--- config.mk ---
export PLATFORM = sky130hd
export DESIGN_NAME = tiled_dirty_rect_finder_unit_flat
export DESIGN_NICKNAME = d
export VERILOG_FILES = /design/src/hw/rtl/tdr_pkg.sv /design/src/hw/rtl/tdr_pix_if.sv /design/src/hw/rtl/tdr_rect_if.sv /design/src/hw/rtl/tdr_cfg_if.sv /design/src/hw/rtl/tiled_dirty_rect_finder_unit.sv /design/src/hw/rtl/tdr_controller.sv /design/src/hw/rtl/tdr_datapath.sv /design/src/flat_wrapper.sv
export VERILOG_INCLUDE_DIRS = /design/src /design/src/hw/rtl
export SDC_FILE = /design/constraint.sdc
export NUM_CORES = 2
export LEC_CHECK = 0
export BUFFER_PORTS_ARGS = -buffer_cell sky130_fd_sc_hd__buf_2
export CORE_MARGIN = 1
export CORE_UTILIZATION = 40
export DETAILED_ROUTE_END_ITERATION = 8
export MAX_ROUTING_LAYER = met4
export PLACE_DENSITY = 0.63
export SETUP_SLACK_MARGIN = 0.2
export SYNTH_ARGS = -nofsm -noshare
export SYNTH_HDL_FRONTEND = slang
export SYNTH_SLANG_ARGS = --single-unit
--- constraint.sdc ---
create_clock -name clk_i -period 8.2 [get_ports clk_i]
set_input_delay 0.82 -clock clk_i [delete_from_list [all_inputs] [get_ports clk_i]]
set_output_delay 0.82 -clock clk_i [all_outputs]
set_load 0.005 [all_outputs]
--- src/hw/rtl/assert_macros.svh ---
// Assertion macros used by the dirty rectangle finder controller.
`ifndef ASSERT_MACROS_SVH
`define ASSERT_MACROS_SVH

// Checks a property on every rising clock edge outside reset.
`define TDR_ASSERT(lbl, clk, rstn, prop, msg) \
  lbl: assert property (@(posedge clk) disable iff (!rstn) prop) else $error(msg);

// Checks that a condition never holds outside reset.
`define TDR_NEVER(lbl, clk, rstn, cond, msg) \
  `TDR_ASSERT(lbl, clk, rstn, !(cond), msg)

`endif

--- src/hw/rtl/tdr_pkg.sv ---
// Package with constants, codes and control types of the dirty rectangle finder.
`default_nettype none

package tdr_pkg;

  localparam int unsigned MAX_TILE_COLS_DEF = 16;
  localparam int unsigned COORD_BITS_DEF    = 12;
  localparam int unsigned CFG_INDEX_BITS    = 3;

  localparam int unsigned AREA_LEFT_RST   = 0;
  localparam int unsigned AREA_TOP_RST    = 0;
  localparam int unsigned AREA_WIDTH_RST  = 1024;
  localparam int unsigned AREA_HEIGHT_RST = 768;
  localparam int unsigned TILE_WIDTH_RST  = 100;
  localparam int unsigned TILE_HEIGHT_RST = 100;

  typedef enum logic [CFG_INDEX_BITS-1:0] {
    REG_AREA_LEFT   = 3'd0,
    REG_AREA_TOP    = 3'd1,
    REG_AREA_WIDTH  = 3'd2,
    REG_AREA_HEIGHT = 3'd3,
    REG_TILE_WIDTH  = 3'd4,
    REG_TILE_HEIGHT = 3'd5
  } cfg_reg_e;

  typedef enum logic {
    ST_RUN   = 1'b0,
    ST_DRAIN = 1'b1
  } tdr_state_e;

  typedef struct packed {
    logic step;
    logic emit;
    logic skip;
    logic done;
  } cmd_t;

  typedef struct packed {
    logic band_end;
    logic any_pending;
    logic col_changed;
    logic out_free;
  } status_t;

endpackage

`default_nettype wire

--- src/hw/rtl/tdr_pix_if.sv ---
// Pixel pair channel interface.
`default_nettype none

interface tdr_pix_if;
  logic        valid;
  logic        ready;
  logic [31:0] pixel_before;
  logic [31:0] pixel_after;

  modport source (output valid, output pixel_before, output pixel_after, input ready);
  modport sink (input valid, input pixel_before, input pixel_after, output ready);
endinterface

`default_nettype wire

--- src/hw/rtl/tdr_rect_if.sv ---
// Rectangle result channel interface.
`default_nettype none

interface tdr_rect_if #(
  parameter int unsigned COORD_BITS = tdr_pkg::COORD_BITS_DEF
);
  logic                  valid;
  logic                  ready;
  logic [COORD_BITS-1:0] rect_left;
  logic [COORD_BITS-1:0] rect_top;
  logic [COORD_BITS:0]   rect_width;
  logic [COORD_BITS:0]   rect_height;
  logic                  last_in_band;
  logic                  last_in_area;

  modport source (output valid, output rect_left, output rect_top, output rect_width,
                  output rect_height, output last_in_band, output last_in_area,
                  input ready);
  modport sink (input valid, input rect_left, input rect_top, input rect_width,
                input rect_height, input last_in_band, input last_in_area,
                output ready);
endinterface

`default_nettype wire

--- src/hw/rtl/tdr_cfg_if.sv ---
// Configuration write channel interface.
`default_nettype none

interface tdr_cfg_if #(
  parameter int unsigned COORD_BITS = tdr_pkg::COORD_BITS_DEF
);
  logic                                valid;
  logic                                ready;
  logic [tdr_pkg::CFG_INDEX_BITS-1:0]  index;
  logic [COORD_BITS:0]                 data;

  modport source (output valid, output index, output data, input ready);
  modport sink (input valid, input index, input data, output ready);
endinterface

`default_nettype wire

--- src/hw/rtl/tiled_dirty_rect_finder_unit.sv ---
// Top level of the tiled dirty rectangle finder.
//
//   Channel   Direction  Payload
//   pix_i     in         pixel_before, pixel_after
//   rect_o    out        rect_left, rect_top, rect_width, rect_height, last_in_band,
//                        last_in_area
//   cfg_i     in         index, data
//
// One pixel pair is taken per cycle while the block scans a band of tiles.
// After the last pixel of a band the controller drains the column boxes, one tile
// column per cycle up to the last changed column, and pixels wait.
// A full result register stalls the drain until the rectangle is taken.
// Reset clears the changed flags and the scan position; no clearing pass is needed.
// A configuration write to a defined register index restarts the scan at the area's first pixel.
`default_nettype none

module tiled_dirty_rect_finder_unit #(
  parameter int unsigned MAX_TILE_COLS = tdr_pkg::MAX_TILE_COLS_DEF,
  parameter int unsigned COORD_BITS    = tdr_pkg::COORD_BITS_DEF
) (
  input  wire logic   clk_i,
  input  wire logic   rst_ni,
  tdr_pix_if.sink     pix_i,
  tdr_rect_if.source  rect_o,
  tdr_cfg_if.sink     cfg_i
);

  tdr_pkg::cmd_t    cmd;
  tdr_pkg::status_t status;
  logic             in_ready;

  assign pix_i.ready = in_ready;
  assign cfg_i.ready = 1'b1;

  tdr_controller u_ctrl (
    .clk_i      (clk_i),
    .rst_ni     (rst_ni),
    .in_valid_i (pix_i.valid),
    .status_i   (status),
    .in_ready_o (in_ready),
    .cmd_o      (cmd)
  );

  tdr_datapath #(
    .MAX_TILE_COLS (MAX_TILE_COLS),
    .COORD_BITS    (COORD_BITS)
  ) u_dp (
    .clk_i          (clk_i),
    .rst_ni         (rst_ni),
    .cfg_valid_i    (cfg_i.valid),
    .cfg_index_i    (cfg_i.index),
    .cfg_data_i     (cfg_i.data),
    .pixel_before_i (pix_i.pixel_before),
    .pixel_after_i  (pix_i.pixel_after),
    .cmd_i          (cmd),
    .status_o       (status),
    .out_ready_i    (rect_o.ready),
    .out_valid_o    (rect_o.valid),
    .rect_left_o    (rect_o.rect_left),
    .rect_top_o     (rect_o.rect_top),
    .rect_width_o   (rect_o.rect_width),
    .rect_height_o  (rect_o.rect_height),
    .last_in_band_o (rect_o.last_in_band),
    .last_in_area_o (rect_o.last_in_area)
  );

endmodule

`default_nettype wire

--- src/hw/rtl/tdr_controller.sv ---
// Controller state machine that sequences pixel transfers and band drains.
`default_nettype none

`include "assert_macros.svh"

module tdr_controller (
  input  wire logic             clk_i,
  input  wire logic             rst_ni,
  input  wire logic             in_valid_i,
  input  wire tdr_pkg::status_t status_i,
  output logic                  in_ready_o,
  output tdr_pkg::cmd_t         cmd_o
);

  tdr_pkg::tdr_state_e state_q, state_d;

  always_ff @(posedge clk_i or negedge rst_ni) begin
    if (!rst_ni) begin
      state_q <= tdr_pkg::ST_RUN;
    end else begin
      state_q <= state_d;
    end
  end

  always_comb begin
    state_d    = state_q;
    cmd_o      = '0;
    in_ready_o = 1'b0;
    unique case (state_q)
      tdr_pkg::ST_RUN: begin
        in_ready_o = 1'b1;
        if (in_valid_i) begin
          cmd_o.step = 1'b1;
          if (status_i.band_end) begin
            state_d = tdr_pkg::ST_DRAIN;
          end
        end
      end
      tdr_pkg::ST_DRAIN: begin
        if (!status_i.any_pending) begin
          cmd_o.done = 1'b1;
          state_d    = tdr_pkg::ST_RUN;
        end else if (status_i.col_changed) begin
          cmd_o.emit = status_i.out_free;
        end else begin
          cmd_o.skip = 1'b1;
        end
      end
      default: begin
        state_d = tdr_pkg::ST_RUN;
      end
    endcase
  end

  `TDR_ASSERT(a_band_end_drains, clk_i, rst_ni,
    (cmd_o.step && status_i.band_end) |=> (state_q == tdr_pkg::ST_DRAIN),
    "band end did not start a drain")
  `TDR_ASSERT(a_emit_ok, clk_i, rst_ni,
    cmd_o.emit |-> (status_i.col_changed && status_i.out_free),
    "rectangle emitted from an unchanged column or into a full slot")
  `TDR_ASSERT(a_drain_exits, clk_i, rst_ni,
    (state_q == tdr_pkg::ST_DRAIN && !status_i.any_pending) |=> (state_q == tdr_pkg::ST_RUN),
    "drain did not finish once no column was pending")
  `TDR_NEVER(a_no_step_in_drain, clk_i, rst_ni,
    (state_q == tdr_pkg::ST_DRAIN) && cmd_o.step,
    "pixel transferred during a drain")

endmodule

`default_nettype wire

--- src/hw/rtl/tdr_datapath.sv ---
// Datapath with configuration, scan position, per-column boxes and result register.
`default_nettype none

module tdr_datapath #(
  parameter int unsigned MAX_TILE_COLS = tdr_pkg::MAX_TILE_COLS_DEF,
  parameter int unsigned COORD_BITS    = tdr_pkg::COORD_BITS_DEF
) (
  input  wire logic                               clk_i,
  input  wire logic                               rst_ni,
  input  wire logic                               cfg_valid_i,
  input  wire logic [tdr_pkg::CFG_INDEX_BITS-1:0] cfg_index_i,
  input  wire logic [COORD_BITS:0]                cfg_data_i,
  input  wire logic [31:0]                        pixel_before_i,
  input  wire logic [31:0]                        pixel_after_i,
  input  wire tdr_pkg::cmd_t                      cmd_i,
  output tdr_pkg::status_t                        status_o,
  input  wire logic                               out_ready_i,
  output logic                                    out_valid_o,
  output logic [COORD_BITS-1:0]                   rect_left_o,
  output logic [COORD_BITS-1:0]                   rect_top_o,
  output logic [COORD_BITS:0]                     rect_width_o,
  output logic [COORD_BITS:0]                     rect_height_o,
  output logic                                    last_in_band_o,
  output logic                                    last_in_area_o
);

  localparam int unsigned CB       = COORD_BITS;
  localparam int unsigned DW       = COORD_BITS + 1;
  localparam int unsigned COL_BITS = (MAX_TILE_COLS > 1) ? $clog2(MAX_TILE_COLS) : 1;
  localparam logic [DW-1:0] DIM_LIMIT = DW'(1) << CB;
  localparam logic [COL_BITS-1:0] COL_LAST = COL_BITS'(MAX_TILE_COLS - 1);

  function automatic logic [DW-1:0] eff_dim(input logic [DW-1:0] v);
    logic [DW-1:0] r;
    if (v == '0) begin
      r = DW'(1);
    end else if (v > DIM_LIMIT) begin
      r = DIM_LIMIT;
    end else begin
      r = v;
    end
    return r;
  endfunction

  logic [CB-1:0] area_left_q, area_top_q;
  logic [DW-1:0] aw_q, ah_q, tw_q, th_q;
  logic          restart;

  always_comb begin
    restart = 1'b0;
    if (cfg_valid_i) begin
      unique case (cfg_index_i)
        tdr_pkg::REG_AREA_LEFT, tdr_pkg::REG_AREA_TOP, tdr_pkg::REG_AREA_WIDTH,
        tdr_pkg::REG_AREA_HEIGHT, tdr_pkg::REG_TILE_WIDTH,
        tdr_pkg::REG_TILE_HEIGHT: restart = 1'b1;
        default: restart = 1'b0;
      endcase
    end
  end

  always_ff @(posedge clk_i or negedge rst_ni) begin
    if (!rst_ni) begin
      area_left_q <= CB'(tdr_pkg::AREA_LEFT_RST);
      area_top_q  <= CB'(tdr_pkg::AREA_TOP_RST);
      aw_q        <= eff_dim(DW'(tdr_pkg::AREA_WIDTH_RST));
      ah_q        <= eff_dim(DW'(tdr_pkg::AREA_HEIGHT_RST));
      tw_q        <= eff_dim(DW'(tdr_pkg::TILE_WIDTH_RST));
      th_q        <= eff_dim(DW'(tdr_pkg::TILE_HEIGHT_RST));
    end else if (cfg_valid_i) begin
      unique case (cfg_index_i)
        tdr_pkg::REG_AREA_LEFT:   area_left_q <= cfg_data_i[CB-1:0];
        tdr_pkg::REG_AREA_TOP:    area_top_q  <= cfg_data_i[CB-1:0];
        tdr_pkg::REG_AREA_WIDTH:  aw_q        <= eff_dim(cfg_data_i);
        tdr_pkg::REG_AREA_HEIGHT: ah_q        <= eff_dim(cfg_data_i);
        tdr_pkg::REG_TILE_WIDTH:  tw_q        <= eff_dim(cfg_data_i);
        tdr_pkg::REG_TILE_HEIGHT: th_q        <= eff_dim(cfg_data_i);
        default: begin
        end
      endcase
    end
  end

  logic [CB-1:0]            off_x_q, off_x_d, off_y_q, off_y_d;
  logic [CB-1:0]            x_in_tile_q, x_in_tile_d, y_in_tile_q, y_in_tile_d;
  logic [COL_BITS-1:0]      col_q, col_d, drain_idx_q, drain_idx_d;
  logic [MAX_TILE_COLS-1:0] changed_q, changed_d, drain_bit;
  logic                     area_end_q, area_end_d;

  logic [CB-1:0] min_x_q [MAX_TILE_COLS];
  logic [CB-1:0] max_x_q [MAX_TILE_COLS];
  logic [CB-1:0] min_y_q [MAX_TILE_COLS];
  logic [CB-1:0] max_y_q [MAX_TILE_COLS];

  logic [COL_BITS-1:0] rd_idx;
  logic [CB-1:0]       rd_min_x, rd_max_x, rd_min_y, rd_max_y;
  logic [CB-1:0]       wr_min_x, wr_max_x, wr_min_y, wr_max_y;
  logic                box_we, diff, row_end, area_end, band_end, x_tile_end;
  logic                out_free;

  assign rd_idx   = cmd_i.step ? col_q : drain_idx_q;
  assign rd_min_x = min_x_q[rd_idx];
  assign rd_max_x = max_x_q[rd_idx];
  assign rd_min_y = min_y_q[rd_idx];
  assign rd_max_y = max_y_q[rd_idx];

  assign diff       = pixel_before_i != pixel_after_i;
  assign row_end    = ({1'b0, off_x_q} + DW'(1)) >= aw_q;
  assign area_end   = row_end && (({1'b0, off_y_q} + DW'(1)) >= ah_q);
  assign band_end   = row_end && (area_end || (({1'b0, y_in_tile_q} + DW'(1)) >= th_q));
  assign x_tile_end = ({1'b0, x_in_tile_q} + DW'(1)) >= tw_q;
  assign drain_bit  = MAX_TILE_COLS'(1) << drain_idx_q;
  assign out_free   = !out_valid_o || out_ready_i;

  always_comb begin
    off_x_d     = off_x_q;
    off_y_d     = off_y_q;
    x_in_tile_d = x_in_tile_q;
    y_in_tile_d = y_in_tile_q;
    col_d       = col_q;
    drain_idx_d = drain_idx_q;
    changed_d   = changed_q;
    area_end_d  = area_end_q;
    box_we      = 1'b0;
    wr_min_x    = rd_min_x;
    wr_max_x    = rd_max_x;
    wr_min_y    = rd_min_y;
    wr_max_y    = rd_max_y;
    if (restart) begin
      off_x_d     = '0;
      off_y_d     = '0;
      x_in_tile_d = '0;
      y_in_tile_d = '0;
      col_d       = '0;
      drain_idx_d = '0;
      changed_d   = '0;
    end else if (cmd_i.step) begin
      if (diff) begin
        box_we = 1'b1;
        changed_d[col_q] = 1'b1;
        if (!changed_q[col_q]) begin
          wr_min_x = off_x_q;
          wr_max_x = off_x_q;
          wr_min_y = off_y_q;
          wr_max_y = off_y_q;
        end else begin
          if (off_x_q < rd_min_x) wr_min_x = off_x_q;
          if (off_x_q > rd_max_x) wr_max_x = off_x_q;
          if (off_y_q < rd_min_y) wr_min_y = off_y_q;
          if (off_y_q > rd_max_y) wr_max_y = off_y_q;
        end
      end
      if (band_end) begin
        area_end_d = area_end;
      end
      if (row_end) begin
        off_x_d     = '0;
        col_d       = '0;
        x_in_tile_d = '0;
        if (area_end) begin
          off_y_d     = '0;
          y_in_tile_d = '0;
        end else begin
          off_y_d     = off_y_q + CB'(1);
          y_in_tile_d = band_end ? '0 : y_in_tile_q + CB'(1);
        end
      end else begin
        off_x_d = off_x_q + CB'(1);
        if (x_tile_end) begin
          if (col_q != COL_LAST) begin
            col_d       = col_q + COL_BITS'(1);
            x_in_tile_d = '0;
          end
        end else begin
          x_in_tile_d = x_in_tile_q + CB'(1);
        end
      end
    end else if (cmd_i.emit) begin
      changed_d[drain_idx_q] = 1'b0;
      drain_idx_d = drain_idx_q + COL_BITS'(1);
    end else if (cmd_i.skip) begin
      drain_idx_d = drain_idx_q + COL_BITS'(1);
    end else if (cmd_i.done) begin
      drain_idx_d = '0;
    end
  end

  always_ff @(posedge clk_i or negedge rst_ni) begin
    if (!rst_ni) begin
      off_x_q     <= '0;
      off_y_q     <= '0;
      x_in_tile_q <= '0;
      y_in_tile_q <= '0;
      col_q       <= '0;
      drain_idx_q <= '0;
      changed_q   <= '0;
      area_end_q  <= 1'b0;
    end else begin
      off_x_q     <= off_x_d;
      off_y_q     <= off_y_d;
      x_in_tile_q <= x_in_tile_d;
      y_in_tile_q <= y_in_tile_d;
      col_q       <= col_d;
      drain_idx_q <= drain_idx_d;
      changed_q   <= changed_d;
      area_end_q  <= area_end_d;
    end
  end

  always_ff @(posedge clk_i) begin
    if (box_we) begin
      min_x_q[col_q] <= wr_min_x;
      max_x_q[col_q] <= wr_max_x;
      min_y_q[col_q] <= wr_min_y;
      max_y_q[col_q] <= wr_max_y;
    end
  end

  always_ff @(posedge clk_i or negedge rst_ni) begin
    if (!rst_ni) begin
      out_valid_o <= 1'b0;
    end else if (cmd_i.emit) begin
      out_valid_o <= 1'b1;
    end else if (out_ready_i) begin
      out_valid_o <= 1'b0;
    end
  end

  always_ff @(posedge clk_i) begin
    if (cmd_i.emit) begin
      rect_left_o    <= area_left_q + rd_min_x;
      rect_top_o     <= area_top_q + rd_min_y;
      rect_width_o   <= {1'b0, rd_max_x} - {1'b0, rd_min_x} + DW'(1);
      rect_height_o  <= {1'b0, rd_max_y} - {1'b0, rd_min_y} + DW'(1);
      last_in_band_o <= (changed_q & ~drain_bit) == '0;
      last_in_area_o <= area_end_q;
    end
  end

  always_comb begin
    status_o.band_end    = band_end;
    status_o.any_pending = |changed_q;
    status_o.col_changed = changed_q[drain_idx_q];
    status_o.out_free    = out_free;
  end

endmodule

`default_nettype wire

--- src/flat_wrapper.sv ---
// flat-port wrapper written by rule: the top's interface ports become plain ports
module tiled_dirty_rect_finder_unit_flat 
#(
  parameter int unsigned MAX_TILE_COLS = tdr_pkg::MAX_TILE_COLS_DEF,
  parameter int unsigned COORD_BITS    = tdr_pkg::COORD_BITS_DEF
)
  (clk_i, rst_ni, pix_i_valid, pix_i_pixel_before, pix_i_pixel_after, pix_i_ready, rect_o_valid, rect_o_rect_left, rect_o_rect_top, rect_o_rect_width, rect_o_rect_height, rect_o_last_in_band, rect_o_last_in_area, rect_o_ready, cfg_i_valid, cfg_i_index, cfg_i_data, cfg_i_ready);
  tdr_pix_if pix_i_i ();
  tdr_rect_if #(.COORD_BITS(COORD_BITS)) rect_o_i ();
  tdr_cfg_if #(.COORD_BITS(COORD_BITS)) cfg_i_i ();
  input  wire logic clk_i;
  input  wire logic rst_ni;
  input wire logic [$bits(pix_i_i.valid)-1:0] pix_i_valid;
  input wire logic [$bits(pix_i_i.pixel_before)-1:0] pix_i_pixel_before;
  input wire logic [$bits(pix_i_i.pixel_after)-1:0] pix_i_pixel_after;
  output wire logic [$bits(pix_i_i.ready)-1:0] pix_i_ready;
  output wire logic [$bits(rect_o_i.valid)-1:0] rect_o_valid;
  output wire logic [$bits(rect_o_i.rect_left)-1:0] rect_o_rect_left;
  output wire logic [$bits(rect_o_i.rect_top)-1:0] rect_o_rect_top;
  output wire logic [$bits(rect_o_i.rect_width)-1:0] rect_o_rect_width;
  output wire logic [$bits(rect_o_i.rect_height)-1:0] rect_o_rect_height;
  output wire logic [$bits(rect_o_i.last_in_band)-1:0] rect_o_last_in_band;
  output wire logic [$bits(rect_o_i.last_in_area)-1:0] rect_o_last_in_area;
  input wire logic [$bits(rect_o_i.ready)-1:0] rect_o_ready;
  input wire logic [$bits(cfg_i_i.valid)-1:0] cfg_i_valid;
  input wire logic [$bits(cfg_i_i.index)-1:0] cfg_i_index;
  input wire logic [$bits(cfg_i_i.data)-1:0] cfg_i_data;
  output wire logic [$bits(cfg_i_i.ready)-1:0] cfg_i_ready;
  assign pix_i_i.valid = pix_i_valid;
  assign pix_i_i.pixel_before = pix_i_pixel_before;
  assign pix_i_i.pixel_after = pix_i_pixel_after;
  assign pix_i_ready = pix_i_i.ready;
  assign rect_o_valid = rect_o_i.valid;
  assign rect_o_rect_left = rect_o_i.rect_left;
  assign rect_o_rect_top = rect_o_i.rect_top;
  assign rect_o_rect_width = rect_o_i.rect_width;
  assign rect_o_rect_height = rect_o_i.rect_height;
  assign rect_o_last_in_band = rect_o_i.last_in_band;
  assign rect_o_last_in_area = rect_o_i.last_in_area;
  assign rect_o_i.ready = rect_o_ready;
  assign cfg_i_i.valid = cfg_i_valid;
  assign cfg_i_i.index = cfg_i_index;
  assign cfg_i_i.data = cfg_i_data;
  assign cfg_i_ready = cfg_i_i.ready;
  tiled_dirty_rect_finder_unit #(.MAX_TILE_COLS(MAX_TILE_COLS), .COORD_BITS(COORD_BITS)) u_core (.clk_i(clk_i), .rst_ni(rst_ni), .pix_i(pix_i_i), .rect_o(rect_o_i), .cfg_i(cfg_i_i));
endmodule
Word-level counts from Yosys, hierarchy flattened
Memories as Yosys holds them, arrays and structs flattened.
Index checks and enable logic that the tools add are counted.
{"block": "totals", "regBits": 203, "ramBits": 768, "input_bits": 85, "output_inout_bits": 55, "memories": 4}
{"name": "u_core.u_dp.max_x_q", "depth": 16, "word_bits": 12, "rd": 1, "rd_clocked_by_memory_dff": 0, "wr": 1, "line_no": "tdr_datapath.sv:90", "text": "logic [CB-1:0] max_x_q [MAX_TILE_COLS];"}
{"name": "u_core.u_dp.max_y_q", "depth": 16, "word_bits": 12, "rd": 1, "rd_clocked_by_memory_dff": 0, "wr": 1, "line_no": "tdr_datapath.sv:92", "text": "logic [CB-1:0] max_y_q [MAX_TILE_COLS];"}
{"name": "u_core.u_dp.min_x_q", "depth": 16, "word_bits": 12, "rd": 1, "rd_clocked_by_memory_dff": 0, "wr": 1, "line_no": "tdr_datapath.sv:89", "text": "logic [CB-1:0] min_x_q [MAX_TILE_COLS];"}
{"name": "u_core.u_dp.min_y_q", "depth": 16, "word_bits": 12, "rd": 1, "rd_clocked_by_memory_dff": 0, "wr": 1, "line_no": "tdr_datapath.sv:91", "text": "logic [CB-1:0] min_y_q [MAX_TILE_COLS];"}
{"block": "op_classes", "n_addsub": 16, "magnitude_cmp": 13, "n_eq_ne": 10, "n_shift": 1, "n_mux": 83, "bitwise": 7, "reduce_logical": 31}
{"operator": "2-to-1 mux 12 bit", "count": 37}
{"operator": "2-to-1 mux 16 bit", "count": 4}
{"operator": "adder 12 x 1 -> 13 bit, second input constant", "count": 4}
{"operator": "greater-or-equal comparator 13 bit", "count": 4}
{"operator": "adder 12 x 1 -> 12 bit, second input constant", "count": 4}
{"operator": "2-to-1 mux 4 bit", "count": 11}
{"operator": "AND 16 bit", "count": 2}
{"operator": "inequality test 32 bit", "count": 1}
{"operator": "NOT 16 bit", "count": 2}
{"operator": "adder 13 x 1 -> 13 bit, second input constant", "count": 2}
{"operator": "2-to-1 mux 13 bit", "count": 2}
{"operator": "subtractor 12 x 12 -> 13 bit", "count": 2}
{"operator": "adder 12 bit", "count": 2}
{"operator": "greater-than comparator 12 bit", "count": 2}
{"operator": "less-than comparator 12 bit", "count": 2}
{"operator": "2-to-1 mux 1 bit", "count": 22}
{"operator": "AND reduction 2 bit", "count": 10}
{"operator": "zero test 16 bit", "count": 1}
{"operator": "bitwise OR 16 bit", "count": 1}
{"operator": "OR reduction 16 bit", "count": 1}
{"operator": "left shift 1 x 4 -> 16 bit, first input constant", "count": 1}
{"operator": "greater-than comparator 13 bit, second input constant", "count": 1}
{"operator": "zero test 13 bit", "count": 1}
{"operator": "less-than comparator 4 x 5 -> 1 bit, second input constant", "count": 2}
{"operator": "other kinds (24)", "count": 40}

Depth between registers and ports, before layout
{"block": "logic_depth", "depth_word": 10, "mapped_depth": 23}

Hierarchy
Synthesis repeated with hierarchy kept, for this count alone.
{"block": "hier_totals", "cells_unflattened": 2772, "area_unflattened_um2": 43938.4}
{"module": "tdr_datapath", "instances": 1, "cells_per_inst": 2761, "area_per_inst_um2": 43862.1, "seq_area_each_um2": 28388.5}
{"module": "tdr_controller", "instances": 1, "cells_per_inst": 9, "area_per_inst_um2": 65.1, "seq_area_each_um2": 25.0}
{"module": "tiled_dirty_rect_finder_unit", "instances": 1, "cells_per_inst": 2, "area_per_inst_um2": 11.3, "seq_area_each_um2": 0.0}

Worst setup path before layout
No wires, ideal clock.
{"block": "synth_timing", "path_type": "input -> register", "startpoint": "in pix_i_valid", "endpoint": "mem u_core.u_dp.max_y_q[0][1] (netlist bit), data pin", "setup_time_ns": 0.296, "t_arrival_ns": 4.680, "required_ns": 7.904, "setup_slack_ns": 3.224, "cell_stages": 20, "path_cell_list": "nor2b_1 > buf_6 > mux2i_4 > buf_6 > buf_6 > buf_4 > buf_2 > nand2_1 > a31oi_1 > inv_1 > ha_1 > a21o_1 > a21o_1 > a21oi_1 > nor2_1 > a2111oi_0 > o21ai_0 > nand2_1 > buf_2 > mux2i_1"}
{"block": "synth_between", "elab_chain_cells": 10}
{"item": "from (decl)", "line_no": "flat_wrapper.sv:13", "text": "input wire logic [$bits(pix_i_i.valid)-1:0] pix_i_valid;"}
{"item": "2-to-1 mux 1 bit (*)", "line_no": "tdr_controller.sv:32", "text": "if (in_valid_i) begin"}
{"item": "2-to-1 mux 1 bit (*)", "line_no": "tdr_controller.sv:29", "text": "unique case (state_q)"}
{"item": "2-to-1 mux 4 bit", "line_no": "tdr_datapath.sv:100", "text": "assign rd_idx = cmd_i.step ? col_q : drain_idx_q;"}
{"item": "memory read (16 x 12 bit)"}
{"item": "greater-than comparator 12 bit", "line_no": "tdr_datapath.sv:149", "text": "if (off_y_q > rd_max_y) wr_max_y = off_y_q;"}
{"item": "2-to-1 mux 12 bit", "line_no": "tdr_datapath.sv:149"}
{"item": "2-to-1 mux 12 bit", "line_no": "tdr_datapath.sv:140", "text": "if (!changed_q[col_q]) begin"}
{"item": "2-to-1 mux 12 bit", "line_no": "tdr_datapath.sv:137", "text": "if (diff) begin"}
{"item": "2-to-1 mux 12 bit", "line_no": "tdr_datapath.sv:136", "text": "end else if (cmd_i.step) begin"}
{"item": "2-to-1 mux 12 bit (*)", "line_no": "tdr_datapath.sv:128", "text": "if (restart) begin"}
{"item": "via u_core.u_dp.wr_max_y[1]", "line_no": "tdr_datapath.sv:96", "text": "logic [CB-1:0] wr_min_x, wr_max_x, wr_min_y, wr_max_y;"}
{"item": "to (decl)", "line_no": "tdr_datapath.sv:92"}
The timed path passes the listed nets; every way through them passes the cells marked *.

Worst setup path in the final report
{"block": "layout_timing", "startpoint": "reg u_core.u_dp.drain_idx_q[1]", "endpoint": "mem u_core.u_dp.max_x_q[2][10] (netlist bit), data pin"}
{"block": "layout_between", "elab_chain_cells": 8}
{"item": "from (decl)", "line_no": "tdr_datapath.sv:85", "text": "logic [COL_BITS-1:0] col_q, col_d, drain_idx_q, drain_idx_d;"}
{"item": "from (signal assigned)", "line_no": "tdr_datapath.sv:203", "text": "drain_idx_q <= drain_idx_d;"}
{"item": "2-to-1 mux 4 bit (*)", "line_no": "tdr_datapath.sv:100"}
{"item": "memory read (16 x 12 bit) (*)"}
{"item": "greater-than comparator 12 bit", "line_no": "tdr_datapath.sv:147", "text": "if (off_x_q > rd_max_x) wr_max_x = off_x_q;"}
{"item": "2-to-1 mux 12 bit", "line_no": "tdr_datapath.sv:147"}
{"item": "2-to-1 mux 12 bit", "line_no": "tdr_datapath.sv:140"}
{"item": "2-to-1 mux 12 bit", "line_no": "tdr_datapath.sv:137"}
{"item": "2-to-1 mux 12 bit", "line_no": "tdr_datapath.sv:136"}
{"item": "2-to-1 mux 12 bit (*)", "line_no": "tdr_datapath.sv:128"}
{"item": "via u_core.u_dp.wr_max_x[10]", "line_no": "tdr_datapath.sv:96"}
{"item": "to (decl)", "line_no": "tdr_datapath.sv:90"}
Marks and branches as above.

==> flow_metrics.tcl <==
set metrics [dict create \
    status "finished, final reports clean" \
    yosys-top-cells-count "820 x edfxtp_1, 315 x nand2_1, 180 x ha_1" \
    fmax_mhz 166 \
    synth_fa_ha_area_frac 0.0528 \
    avgRoutedWirePerCell_um 23.7 \
    hpwl_um 67200 \
    totalPowerFinal_w 0.0148 \
    portBuffers 138 \
    vias 25726 \
    detail-route-antenna-nets 0 \
    yosysTopAreaCell "edfxtp_1" \
    htreeDepth 3 \
    nNetsFinal 3363 \
    grt_overflow 0 \
    end_kind "flop" \
    drt_pass1_iterations 5 \
    cp_cell_sequence "inv_1 -> mux2i_4 -> buf_4 -> buf_4 -> mux4_2 -> and2_1 -> a211oi_2 -> a31oi_1 -> inv_1 -> ha_1 -> a21o_1 -> a21o_1 -> a21oi_1 -> nor2_1 -> a2111oi_0 -> o21ai_0 -> nand2_1 -> mux2i_1" \
    synth_top_family_by_area "multiplexers" \
    die_h_um 334 \
    routed_via_density 5.53 \
    cts.clk_slew.worst_paths_ns 0.06 \
    power_leakage_nw 18.2 \
    drc 0 \
    finalWirelength_um 110000 \
    period_needed_ns 6.02 \
    hold_class "primary input to asynchronous set/reset pin" \
    first_global_vias 25172 \
    p_per_area_mw_per_mm2 296 \
    muxShareOfSynthArea 0.117 \
    grt_start_max_net_pins 87 \
    cts_setup_buffers 0 \
    antenna_found_initial 0 \
    place.gp.congestion 0.864 \
    synth-xor-area-share 0.0210 \
    slew_violations 0 \
    synthSimpleGateAreaFrac 0.0722 \
    grt.total_usage 0.203 \
    cts_tree "done" \
    ys_ff_latch 971 \
    coreArea_mm2 0.109 \
    grt_pass1_wl_um 164000 \
    fillerInstances 9478 \
    die_w_um 334 \
    synth_edf_count 820 \
    period_share 0.734 \
    crit_family "multiplexers" \
    hold_viol 0 \
    drtIter0Drc 2481 \
    postCtsHoldBufs 0 \
    drive_above_1_share 0.208 \
    fin_setup_tns_ns 0 \
    peakVddDrop_mv 0.167 \
    critPathSlowestCell "mux2i_1" \
    cts_root_buf "clkbuf_16" \
    critPathBufInv 4 \
    area_growth_syn_to_layout_pct 13.2 \
    maxSlewHeadroom 0.188 \
    crit_fanout 16 \
    async_reset_ff_frac 0.156 \
    io_pins 140 \
    synth.most_common_cell "edfxtp_1" \
    startpoint_type "flop" \
    critPathMaxStageDelay_ns 0.95 \
    clk_path_buf_depth 3 \
    clock-skew-final_ns 0.0286 \
    syn_inst 2921 \
    rows 121 \
    insertion_delay_ns 0.68 \
    cts.repair.resized 0 \
    ys_types 78 \
    synth.avg_cell_area_um2 15.1 \
    synth_top_area_frac 0.557 \
    ys_warn_count 0 \
    rsz0062_at_grt "no" \
    synth_seq_area_share 0.643 \
    syn_area_mm2 0.0442 \
    start_util 0.405 \
    dieArea_mm2 0.112 \
    ys_top_cells_by_area "edfxtp_1 56%, mux4_2 8.9%, dfrtp_1 8.0%" \
    crit_required_ns 8.51 \
    final-setup-viol-count 0 \
    synth_nets 3190 \
    cts_buffers 95 \
    critical_path_class "flop to flop" \
    synth_compound_area_frac 0.0649 \
    num_antenna_cells 0 \
    synth_flop_cell "edfxtp_1" \
    tightest_slew_ns 1.18 \
    maxCapViolCount 0 \
    clock-sinks 971 \
    worst-endpoint-arrival_ns 6.32 \
]
## routing by layer
metal,vias up,wire (um),track usage,share of wire
li1,11548,-,-,-
met1,13247,47500,0.272,0.43
met2,817,54800,0.332,0.50
met3,114,6340,0.0220,0.058
met4,0,1610,0.0454,0.015
met5,-,0,-,0
## path summary, 6_finish.rpt
kind                                                             start                                      to  slack [ns]  cells after the start
max in group asynchronous                                       rst_ni      u_core.u_dp.off_x_q[1]$_DFFE_PN0P_        6.54                      2
worst min-delay path                                            rst_ni  u_core.u_dp.x_in_tile_q[5]$_DFFE_PN0P_        0.23                      1
worst min register to register      u_core.u_dp.area_end_q$_DFFE_PN0P_    u_core.u_dp.last_in_area_o$_DFFE_PP_        0.46                      0
worst max register to register  u_core.u_dp.drain_idx_q[1]$_DFFE_PN0P_    u_core.u_dp.max_x_q[2][10]$_DFFE_PP_        2.18                     18
worst max-delay path            u_core.u_dp.drain_idx_q[1]$_DFFE_PN0P_    u_core.u_dp.max_x_q[2][10]$_DFFE_PP_        2.18                     18
min in group clk_i                                       cfg_i_data[6]   u_core.u_dp.area_top_q[6]$_DFFE_PN0P_        0.45                      2
## cells in the final DEF, fill, tap and decap left out, types with 13 or more instances in the layout
cell / instances
o21ai_0: 103
nand4_1: 33
nor4_1: 13
nand2b_1: 31
bufinv_16: 13
buf_4: 60
inv_1: 146
nor2_4: 16
clkbuf_16: 98
nor3_1: 27
mux4_2: 175
buf_2: 137
clkbuf_1: 18
a21oi_1: 49
a22o_1: 16
nand2_1: 315
nand3_1: 67
and3_1: 21
xnor2_1: 80
and2_1: 45
dfrtp_1: 142
nor2_1: 76
ha_1: 180
a21o_1: 30
xor2_1: 26
mux2_2: 52
mux2_4: 21
o22ai_1: 13
edfxtp_1: 820
mux2i_1: 18
nor2b_1: 21
clkinv_2: 16
a31oi_1: 61
a211oi_1: 52
## power breakdown
group / internal [W] / switching, W / leakage (nW)
registers: 0.00619 / 0.000139 / 9.43
clock network: 0.00270 / 0.00193 / 1.62
logic: 0.00147 / 0.00237 / 7.18
## stage by stage
| step | hold WS [ns] | utilization | worst slack [ns] | cells | instance area (um^2) |
|---|---|---|---|---|---|
| finish | 0.225 | 0.458 | 2.18 | 4652 | 50000 |
| global route | 0.287 | 0.458 | 1.84 | 4652 | 50000 |
| CTS | 0.253 | 0.458 | 2.20 | 4652 | 50000 |
| detailed placement | 0.446 | 0.428 | 1.78 | 4473 | 46700 |
| global placement | 0.441 | 0.428 | 1.88 | 4473 | 46700 |
| floorplan | 0.425 | - | 3.22 | 2921 | 44200 |
## kinds of logic (layout without fill, tap and decap cells)
logic type      count (synthesis)  in the layout
xor+xnor                      106            106
compound gates                424            424
simple gates                  689            689
fa+ha+maj                     184            184
flops                         971            971
other cells                     1              1
buf+inv                       274            529
mux                           272            272
## worst reg2reg max path, stage by stage, from the launching register on
cell and delay, ns:
dfrtp_1 0.64, inv_1 0.23, mux2i_4 0.55, buf_4 0.30, buf_4 0.25, mux4_2 0.21, and2_1 0.13, a211oi_2 0.04
a31oi_1 0.46, inv_1 0.10, ha_1 0.31, a21o_1 0.16, a21o_1 0.17, a21oi_1 0.14, nor2_1 0.05, a2111oi_0 0.36
o21ai_0 0.13, nand2_1 0.46, mux2i_1 0.95
## cell type report
type	count	area, um^2	share of cell area
flip-flops and latches	971	28400	0.568
multi-input cells	1676	14600	0.292
clock buffers	124	2630	0.0526
well taps	1476	1850	0.0369
repair buffers	203	1250	0.0249
clock inverters	55	711	0.0142
inverters	147	552	0.0110
## state kept, by name, indices dropped and copies added (netlist names), 16 cells and up
name                   count
u_core.u_dp.max_x_q      192
u_core.u_dp.max_y_q      192
u_core.u_dp.min_x_q      192
u_core.u_dp.min_y_q      192
u_core.u_dp.changed_q     16
(Power assumes the default switching activity.)
